**src/rtl/eotp_pkg.sv**
```systemverilog
`default_nettype none

package eotp_pkg;

    localparam logic [15:0] KEPT_CODE_RESET = 16'd3;

    typedef enum logic [1:0] {
        KIND_DATA    = 2'd0,
        KIND_OK      = 2'd1,
        KIND_TRUNC   = 2'd2,
        KIND_OVERRUN = 2'd3
    } kind_t;

    typedef enum logic [1:0] {
        HDR_CODE_HI = 2'd0,
        HDR_CODE_LO = 2'd1,
        HDR_LEN_HI  = 2'd2,
        HDR_LEN_LO  = 2'd3
    } hdr_pos_t;

    typedef struct packed {
        kind_t       kind;
        logic [15:0] tlv_code;
        logic [7:0]  out_byte;
        logic [15:0] byte_offset;
        logic        option_last;
        logic        record_done;
    } result_t;

    typedef struct packed {
        logic       valid;
        logic [7:0] data_byte;
        logic       record_last;
    } item_t;

endpackage

`default_nettype wire

```
**src/rtl/eotp_in_reg.sv**
```systemverilog
`default_nettype none

module eotp_in_reg (
    input  wire logic           clk,
    input  wire logic           rst_n,
    input  wire logic           in_valid,
    output logic                in_ready,
    input  wire logic [7:0]     data_byte,
    input  wire logic           record_last,
    input  wire logic           advance,
    output eotp_pkg::item_t     item
);

    logic       valid_reg;
    logic       valid_next;
    logic [7:0] byte_reg;
    logic       last_reg;

    assign in_ready = !valid_reg || advance;

    always_comb
    begin
        valid_next = valid_reg;
        if (in_ready)
        begin
            valid_next = in_valid;
        end
    end

    always_ff @(posedge clk or negedge rst_n)
    begin
        if (!rst_n)
        begin
            valid_reg <= 1'b0;
        end
        else
        begin
            valid_reg <= valid_next;
        end
    end

    // payload only loads on a transfer
    always_ff @(posedge clk)
    begin
        if (in_valid && in_ready)
        begin
            byte_reg <= data_byte;
            last_reg <= record_last;
        end
    end

    assign item.valid       = valid_reg;
    assign item.data_byte   = byte_reg;
    assign item.record_last = last_reg;

endmodule

`default_nettype wire

```
**src/rtl/eotp_parse.sv**
```systemverilog
`default_nettype none

module eotp_parse (
    input  wire logic           clk,
    input  wire logic           rst_n,
    input  wire eotp_pkg::item_t item,
    input  wire logic           advance,
    input  wire logic [15:0]    kept_code,
    output eotp_pkg::result_t   result,
    output logic                result_valid
);

    logic [1:0]  hdr_count_reg;
    logic [1:0]  hdr_count_next;
    logic [15:0] code_reg;
    logic [15:0] code_next;
    logic [15:0] len_reg;
    logic [15:0] len_next;
    logic [15:0] index_reg;
    logic [15:0] index_next;
    logic        in_data_reg;
    logic        in_data_next;

    logic        complete;
    logic        kept;
    logic        opt_end;
    logic [15:0] index_inc;

    always_comb
    begin
        hdr_count_next = hdr_count_reg;
        code_next      = code_reg;
        len_next       = len_reg;
        index_next     = index_reg;
        in_data_next   = in_data_reg;
        result         = '0;
        result_valid   = 1'b0;
        complete       = 1'b0;
        kept           = (code_reg == kept_code);
        index_inc      = index_reg + 16'd1;
        opt_end        = (index_inc == len_reg);

        if (!in_data_reg)
        begin
            case (eotp_pkg::hdr_pos_t'(hdr_count_reg))
                eotp_pkg::HDR_CODE_HI: code_next = {item.data_byte, 8'h00};
                eotp_pkg::HDR_CODE_LO: code_next = code_reg | {8'h00, item.data_byte};
                eotp_pkg::HDR_LEN_HI:  len_next  = {item.data_byte, 8'h00};
                default:
                begin
                    len_next = len_reg | {8'h00, item.data_byte};
                    complete = 1'b1;
                end
            endcase
            if (complete)
            begin
                hdr_count_next = 2'd0;
                if (len_next != 16'd0)
                begin
                    in_data_next = 1'b1;
                    index_next   = 16'd0;
                end
            end
            else
            begin
                hdr_count_next = hdr_count_reg + 2'd1;
            end
            if (item.record_last)
            begin
                result_valid = 1'b1;
                if (!complete)
                begin
                    result.kind = eotp_pkg::KIND_TRUNC;
                end
                else if (in_data_next)
                begin
                    result.kind     = eotp_pkg::KIND_OVERRUN;
                    result.tlv_code = code_next;
                end
                else
                begin
                    result.kind        = eotp_pkg::KIND_OK;
                    result.record_done = 1'b1;
                end
            end
        end
        else
        begin
            index_next = index_inc;
            if (opt_end)
            begin
                in_data_next = 1'b0;
                index_next   = 16'd0;
            end
            if (item.record_last)
            begin
                result_valid = 1'b1;
                if (!opt_end)
                begin
                    result.kind     = eotp_pkg::KIND_OVERRUN;
                    result.tlv_code = code_reg;
                end
                else if (kept)
                begin
                    result.kind        = eotp_pkg::KIND_DATA;
                    result.tlv_code    = code_reg;
                    result.out_byte    = item.data_byte;
                    result.byte_offset = index_reg;
                    result.option_last = 1'b1;
                    result.record_done = 1'b1;
                end
                else
                begin
                    result.kind        = eotp_pkg::KIND_OK;
                    result.record_done = 1'b1;
                end
            end
            else if (kept)
            begin
                result_valid       = 1'b1;
                result.kind        = eotp_pkg::KIND_DATA;
                result.tlv_code    = code_reg;
                result.out_byte    = item.data_byte;
                result.byte_offset = index_reg;
                result.option_last = opt_end;
            end
        end

        // record end returns the walker to its starting point
        if (item.record_last)
        begin
            hdr_count_next = 2'd0;
            code_next      = 16'd0;
            len_next       = 16'd0;
            index_next     = 16'd0;
            in_data_next   = 1'b0;
        end
    end

    always_ff @(posedge clk or negedge rst_n)
    begin
        if (!rst_n)
        begin
            hdr_count_reg <= 2'd0;
            code_reg      <= 16'd0;
            len_reg       <= 16'd0;
            index_reg     <= 16'd0;
            in_data_reg   <= 1'b0;
        end
        else if (advance)
        begin
            hdr_count_reg <= hdr_count_next;
            code_reg      <= code_next;
            len_reg       <= len_next;
            index_reg     <= index_next;
            in_data_reg   <= in_data_next;
        end
    end

endmodule

`default_nettype wire

```
**src/rtl/eotp_out_reg.sv**
```systemverilog
`default_nettype none

module eotp_out_reg (
    input  wire logic              clk,
    input  wire logic              rst_n,
    input  wire logic              load,
    input  wire eotp_pkg::result_t result,
    output logic                   free,
    output logic                   out_valid,
    input  wire logic              out_ready,
    output eotp_pkg::result_t      out_result
);

    logic              valid_reg;
    logic              valid_next;
    eotp_pkg::result_t result_reg;

    assign free = !valid_reg || out_ready;

    always_comb
    begin
        valid_next = valid_reg;
        if (load)
        begin
            valid_next = 1'b1;
        end
        else if (out_ready)
        begin
            valid_next = 1'b0;
        end
    end

    always_ff @(posedge clk or negedge rst_n)
    begin
        if (!rst_n)
        begin
            valid_reg <= 1'b0;
        end
        else
        begin
            valid_reg <= valid_next;
        end
    end

    always_ff @(posedge clk)
    begin
        if (load)
        begin
            result_reg <= result;
        end
    end

    assign out_valid  = valid_reg;
    assign out_result = result_reg;

endmodule

`default_nettype wire

```
**src/rtl/edns_option_tlv_parser.sv**
```systemverilog
// out_valid rises when the causing byte advances from the input register and its result loads into the output register
// throughput: one byte per cycle, limited only by the output handshake
// input register, one parse stage on the header and data counters, output register
// rst_n clears the counters, the valid flags and sets the kept code to 3
// the kept code register is held across records
`default_nettype none

module edns_option_tlv_parser (
    input  wire logic        clk,
    input  wire logic        rst_n,
    input  wire logic        cfg_valid,
    output logic             cfg_ready,
    input  wire logic [15:0] cfg_code,
    input  wire logic        in_valid,
    output logic             in_ready,
    input  wire logic [7:0]  data_byte,
    input  wire logic        record_last,
    output logic             out_valid,
    input  wire logic        out_ready,
    output logic [1:0]       kind,
    output logic [15:0]      tlv_code,
    output logic [7:0]       out_byte,
    output logic [15:0]      byte_offset,
    output logic             option_last,
    output logic             record_done
);

    logic [15:0]       kept_reg;
    eotp_pkg::item_t   item;
    eotp_pkg::result_t result;
    eotp_pkg::result_t out_result;
    logic              result_valid;
    logic              out_free;
    logic              advance;

    assign cfg_ready = 1'b1;

    always_ff @(posedge clk or negedge rst_n)
    begin
        if (!rst_n)
        begin
            kept_reg <= eotp_pkg::KEPT_CODE_RESET;
        end
        else if (cfg_valid)
        begin
            kept_reg <= cfg_code;
        end
    end

    assign advance = item.valid && out_free;

    eotp_in_reg u_in_reg (
        .clk         (clk),
        .rst_n       (rst_n),
        .in_valid    (in_valid),
        .in_ready    (in_ready),
        .data_byte   (data_byte),
        .record_last (record_last),
        .advance     (advance),
        .item        (item)
    );

    eotp_parse u_parse (
        .clk          (clk),
        .rst_n        (rst_n),
        .item         (item),
        .advance      (advance),
        .kept_code    (kept_reg),
        .result       (result),
        .result_valid (result_valid)
    );

    eotp_out_reg u_out_reg (
        .clk        (clk),
        .rst_n      (rst_n),
        .load       (advance && result_valid),
        .result     (result),
        .free       (out_free),
        .out_valid  (out_valid),
        .out_ready  (out_ready),
        .out_result (out_result)
    );

    assign kind        = out_result.kind;
    assign tlv_code    = out_result.tlv_code;
    assign out_byte    = out_result.out_byte;
    assign byte_offset = out_result.byte_offset;
    assign option_last = out_result.option_last;
    assign record_done = out_result.record_done;

endmodule

`default_nettype wire

```
**config.mk**
```make
export PLATFORM = sky130hd
export DESIGN_NAME = edns_option_tlv_parser
export DESIGN_NICKNAME = d
export VERILOG_FILES = /design/src/rtl/eotp_pkg.sv /design/src/rtl/eotp_in_reg.sv /design/src/rtl/eotp_parse.sv /design/src/rtl/eotp_out_reg.sv /design/src/rtl/edns_option_tlv_parser.sv
export SDC_FILE = /design/constraint.sdc
export NUM_CORES = 1
export LEC_CHECK = 0
export BUFFER_PORTS_ARGS = -buffer_cell sky130_fd_sc_hd__buf_2
export CORE_MARGIN = 2
export CORE_UTILIZATION = 49
export CTS_CLUSTER_DIAMETER = 100
export CTS_CLUSTER_SIZE = 12
export DETAILED_ROUTE_END_ITERATION = 8
export PLACE_DENSITY = 0.67
export SYNTH_ARGS = -nofsm -noshare
export SYNTH_HDL_FRONTEND = slang
export SYNTH_HIERARCHICAL = 1
export SYNTH_SLANG_ARGS = --single-unit
```
**constraint.sdc**
```tcl
create_clock -name clk -period 3.8 [get_ports clk]
set_clock_uncertainty 0.2 [all_clocks]
set_input_delay 0 -clock clk [delete_from_list [all_inputs] [get_ports clk]]
set_output_delay 0 -clock clk [all_outputs]
set_load 0.01 [all_outputs]
```
* Word-level counts from Yosys, hierarchy flattened
Cells that the tools add are included.
Storage, ports and cells: flip-flop bits (word level) 122, logic and storage cells 87
Cells by class: add/sub/neg operators 2, equality and inequality tests 5, muxes and demuxes 46, bitwise operators 2, reduce and logical (&&, ||, !) cells 16
Operators with widths (number):
- 2-to-1 mux 16 bit | 12
- 2-to-1 mux 41 bit | 2
- case mux 16 bit (2 select lines) | 2
- 2-to-1 mux 18 bit | 3
- 2-to-1 mux 43 bit | 1
- equality test 16 bit | 2
- bitwise OR 16 x 8 -> 16 bit | 2
- 2-to-1 mux 26 bit | 1
- 2-to-1 mux 1 bit | 20
- adder 16 x 1 -> 16 bit, second input constant | 1
- nonzero test 16 bit | 1
- 2-to-1 mux 2 bit | 5
- nonzero test 3 bit | 2
- logical AND 1 bit | 3
- AND reduction 3 bit | 1
- OR reduction 3 bit | 1
- adder 2 x 1 -> 2 bit, second input constant | 1
- equality test 2 x 1 -> 1 bit, second input constant | 1
- equality test 2 bit, second input constant | 1
- zero test 1 bit | 2
- zero test 2 bit | 1
- logical OR 1 bit | 2
- != test 2 bit, second input constant | 1
- AND reduction 2 bit | 1
- 2 further kinds | 2

* Longest topological paths before layout
depth after elaboration 12, mapped depth 11, mapped depth without buffers 8

* Modules after synthesis
The synthesis kept the hierarchy.
Modules (own cells, without submodules):
- eotp_parse | instances 1, cells an instance 395, area each 3484.6 um^2, sequential area each 1276.2 um^2
- eotp_out_reg | instances 1, cells an instance 47, area each 1368.8 um^2, sequential area each 1346.3 um^2
- edns_option_tlv_parser | instances 1, cells an instance 38, area each 675.6 um^2, sequential area each 402.9 um^2
- eotp_in_reg | instances 1, cells an instance 15, area each 339.1 um^2, sequential area each 295.3 um^2

* Worst setup path after synthesis
No wires, ideal clock.
path type reg2reg, start register u_parse.index_reg[0], end register u_out_reg.result_reg, in the netlist u_out_reg/out_result[34] (data pin), library setup time 0.256 ns, arrival 2.814 ns, path slack 0.529 ns, cell stages (with the launch flop) 11, buffers on the path 2, period minus slack after synthesis 3.271 ns, cell sequence dfrtp_1 ha_1 xor3_1 nor3_1 o311a_1 o2111ai_1 or4_1 buf_2 a211o_1 buf_6 a22o_1
RTL lines:
- start: declaration | line eotp_parse.sv:19 | logic [15:0] index_reg;
- start signal: assignment | line eotp_parse.sv:155 | index_reg <= index_next;
- end signal: assignment | line eotp_out_reg.sv:49 | result_reg <= result;
- end: declaration | line eotp_out_reg.sv:16 | eotp_pkg::result_t result_reg;

==> flow_summary.yaml <==
sta:
  min_period_ns: 3.57
  finalHoldViolations: 0
  setup_viol: 0
  setup_tns_ns: 0
  max_freq_mhz: 280
  rsz0062_at_grt: "no"
  min_period_over_period: 0.939
  worst_slack_ns: 0.233
  worstMarginPinSlew_ns: 0.868
  maxSlewViolCount: 0
  relSlewSlack: 0.420
power:
  power.total_uw: 4310
  ir_worst_vdd_mv: 0.447
  power.density_nw_per_um2: 581
  power.leakage_uw: 0.00313
final_layout:
  antenna_cells: 0
  syn_to_final_growth_pct: 26.3
  nFillCells: 864
  final_cells: 761
  seq_area_um2: 3320
  nets: 640
  multi_input_comb_area_um2: 2300
  drive_gt1_frac: 0.223
  largest_reg_flops: 44
drt:
  first_pass_iters: 6
  ant_nets: 0
  drcViolationCount: 0
  post_drt_wl_per_cell_um: 18.0
  initialDrtViolationCount: 296
  vias_per_cell: 5.78
  num_vias: 4401
  routed_wirelength_um: 13700
clocking:
  insertion_delay_ns: 0.42
  htree_levels: 4
  clk_pin_slew_ns: 0.05
  numCtsBuffers: 17
  ctsResizeCount: 0
  cts_sinks: 122
  cts_buffer_depth: 2
  root_buffer: "clkbuf_16"
  cts_tree: "yes"
yosys:
  synthMuxAreaShare: 0.0441
  synth_area_um2: 5870
  yosysSeqAreaShare: 0.566
  synth_fa_ha_area_frac: 0.0107
  synthArstFlopShare: 0.566
  ys_warn_count: 6
  yosys.area_share.simple: 0.152
  synth_top_family_by_area: "simple AND/OR/NAND/NOR gates"
  synthFlopType: "dfrtp_1"
  synth_top_area_cell: "dfrtp_1"
  synth.avg_cell_area_um2: 11.9
  synth-xor-area-share: 0.0578
  yosysUniqueCellTypes: 62
  synth_seq_cells: 122
  synth_area_leaders: "dfrtp_1 (29%), edfxtp_1 (27%), a22o_1 (4.6%), xnor2_1 (4.0%), and2_1 (3.1%)"
  synth_top_area_frac: 0.286
  synth_compound_area_frac: 0.127
  synth_common_cells: "dfrtp_1 (67), edfxtp_1 (53), a22o_1 (31), and2_1 (29), xnor2_1 (27)"
  synthCells: 495
  synth_edf_count: 53
  yosysMostFrequentCell: "dfrtp_1"
  syn-num-nets: 530
floorplanning:
  start_util: 0.507
  core_um2: 11600
  io_pins: 77
  die_h_um: 113
  die_area_um2: 12900
  num_rows: 39
  die_x_um: 113
worst_setup_path:
  startpoint: "u_parse/index_reg[0]$_DFFE_PN0P_"
  timing.rr.start: "u_parse/index_reg[0]$_DFFE_PN0P_"
  path_max_fanout: 15
  cp_data_arrival_time_ns: 3.53
  max_stage_delay_ns: 0.59
  path_cells: "ha_1 -> nand2_1 -> nor4_4 -> o311a_1 -> o2111ai_1 -> or4_1 -> a211o_1 -> a22o_1"
  critPathKind: "register to register"
  start_kind: "register"
  required_ns: 3.77
  crit_slowest_cell: "or4_1"
  critPathCaptureType: "register"
flow_run:
  maxCapViolCount: 0
grt:
  grt_pass1_wl_um: 22500
  antenna_found_initial: 0
  grt_max_degree: 48
  grt.total_usage: 0.227
  grt_overflow: 0
  first_global_vias: 4382
worst_hold_path:
  hold_start: "data_byte[5]"
  min_path_type: "input pin to register"
placed_design:
  place_hpwl_um: 8820
  gp_congestion: 0.925
  post-place-cells: 683
  place.port_buffers: 75
  place_worst_setup_slack_ns: 0.287
status:
  outcome: "finished clean"
per-stage QoR:
stage	hold WS (ns)	cell area [µm²]	util
2_1_floorplan	-0.496	5870	-
3_3_place_gp	-0.217	6300	0.545
3_5_place_dp	-0.214	6300	0.545
4_1_cts	0.0761	7410	0.641
5_1_grt	0.0858	7410	0.641
6_report	0.0910	7410	0.641
final cells by class:
type,count,area share
repair buffers,130,0.124
well taps,143,0.0241
multi-input cells,321,0.311
clock buffers,25,0.0684
inverters,13,0.00659
clock inverters,7,0.0186
flip-flops and latches,122,0.448
where the power goes:
group | switching, µW | internal (µW)
Clock | 551 | 1190
Combinational | 446 | 372
Sequential | 191 | 1560
Total | 1190 | 3120
final timing paths:
path	endpoint	slack, ns	cells past startpoint
max	u_out_reg/out_result[41]$_DFFE_PP_	0.23	8
min reg2reg	u_out_reg/out_valid$_DFFE_PN0P_	0.34	2
max in group asynchronous	kept_reg[12]$_DFFE_PN0P_	1.67	4
min	u_in_reg/byte_reg[5]$_DFFE_PP_	0.09	2
min in group asynchronous	kept_reg[1]$_DFFE_PN1P_	0.45	3
max reg2reg	u_out_reg/out_result[41]$_DFFE_PP_	0.23	8
repair_timing:
action                                 CTS  global route
endpoints found under the hold margin  108             0
hold buffers                            46             0
setup buffers                            0             0
routing by layer:
metal	share of wire	up-vias	wire, µm	GRT usage
met4	0.019	0	258	0.0911
met1	0.45	2151	6110	0.313
li1	-	2038	-	-
met5	0	-	0	0
met3	0.068	30	926	0.0590
met2	0.47	182	6410	0.347
layout by cell type (no fill, tap or decap), types with 5 or more instances in the layout:
cell,n
a21oi_1,21
a22o_1,31
a31oi_1,8
and2_1,29
and3_1,6
buf_2,75
buf_4,8
clkbuf_16,18
dfrtp_1,67
dlygate4sd3_1,46
edfxtp_1,53
ha_1,5
inv_1,13
mux2_2,7
mux2_4,10
nand2_1,21
nand3_1,15
nand4_1,11
nor2_1,24
nor3_1,6
nor4_1,13
o21ai_0,11
o22ai_1,8
xnor2_1,27
xor2_1,9
critical path, delay by kind of cell, from the launching register on:
family	cells	cell delay [ns]
and+or+nand+nor	3	1.21
AOI/OAI and AO/OA	4	1.13
DFF	1	0.44
adders and majority gates	1	0.33
logic make-up (layout without fill, tap and decap cells):
| group | count (synthesis) | in the layout |
|---|---|---|
| muxes | 20 | 20 |
| AOI/OAI and AO/OA | 105 | 105 |
| DFF | 122 | 122 |
| buffers and inverters | 52 | 175 |
| other | 1 | 1 |
| xor gates and xnor gates | 37 | 37 |
| adders and majority gates | 5 | 5 |
| and+or+nand+nor | 153 | 153 |
Power figures use the tool's default switching activity.
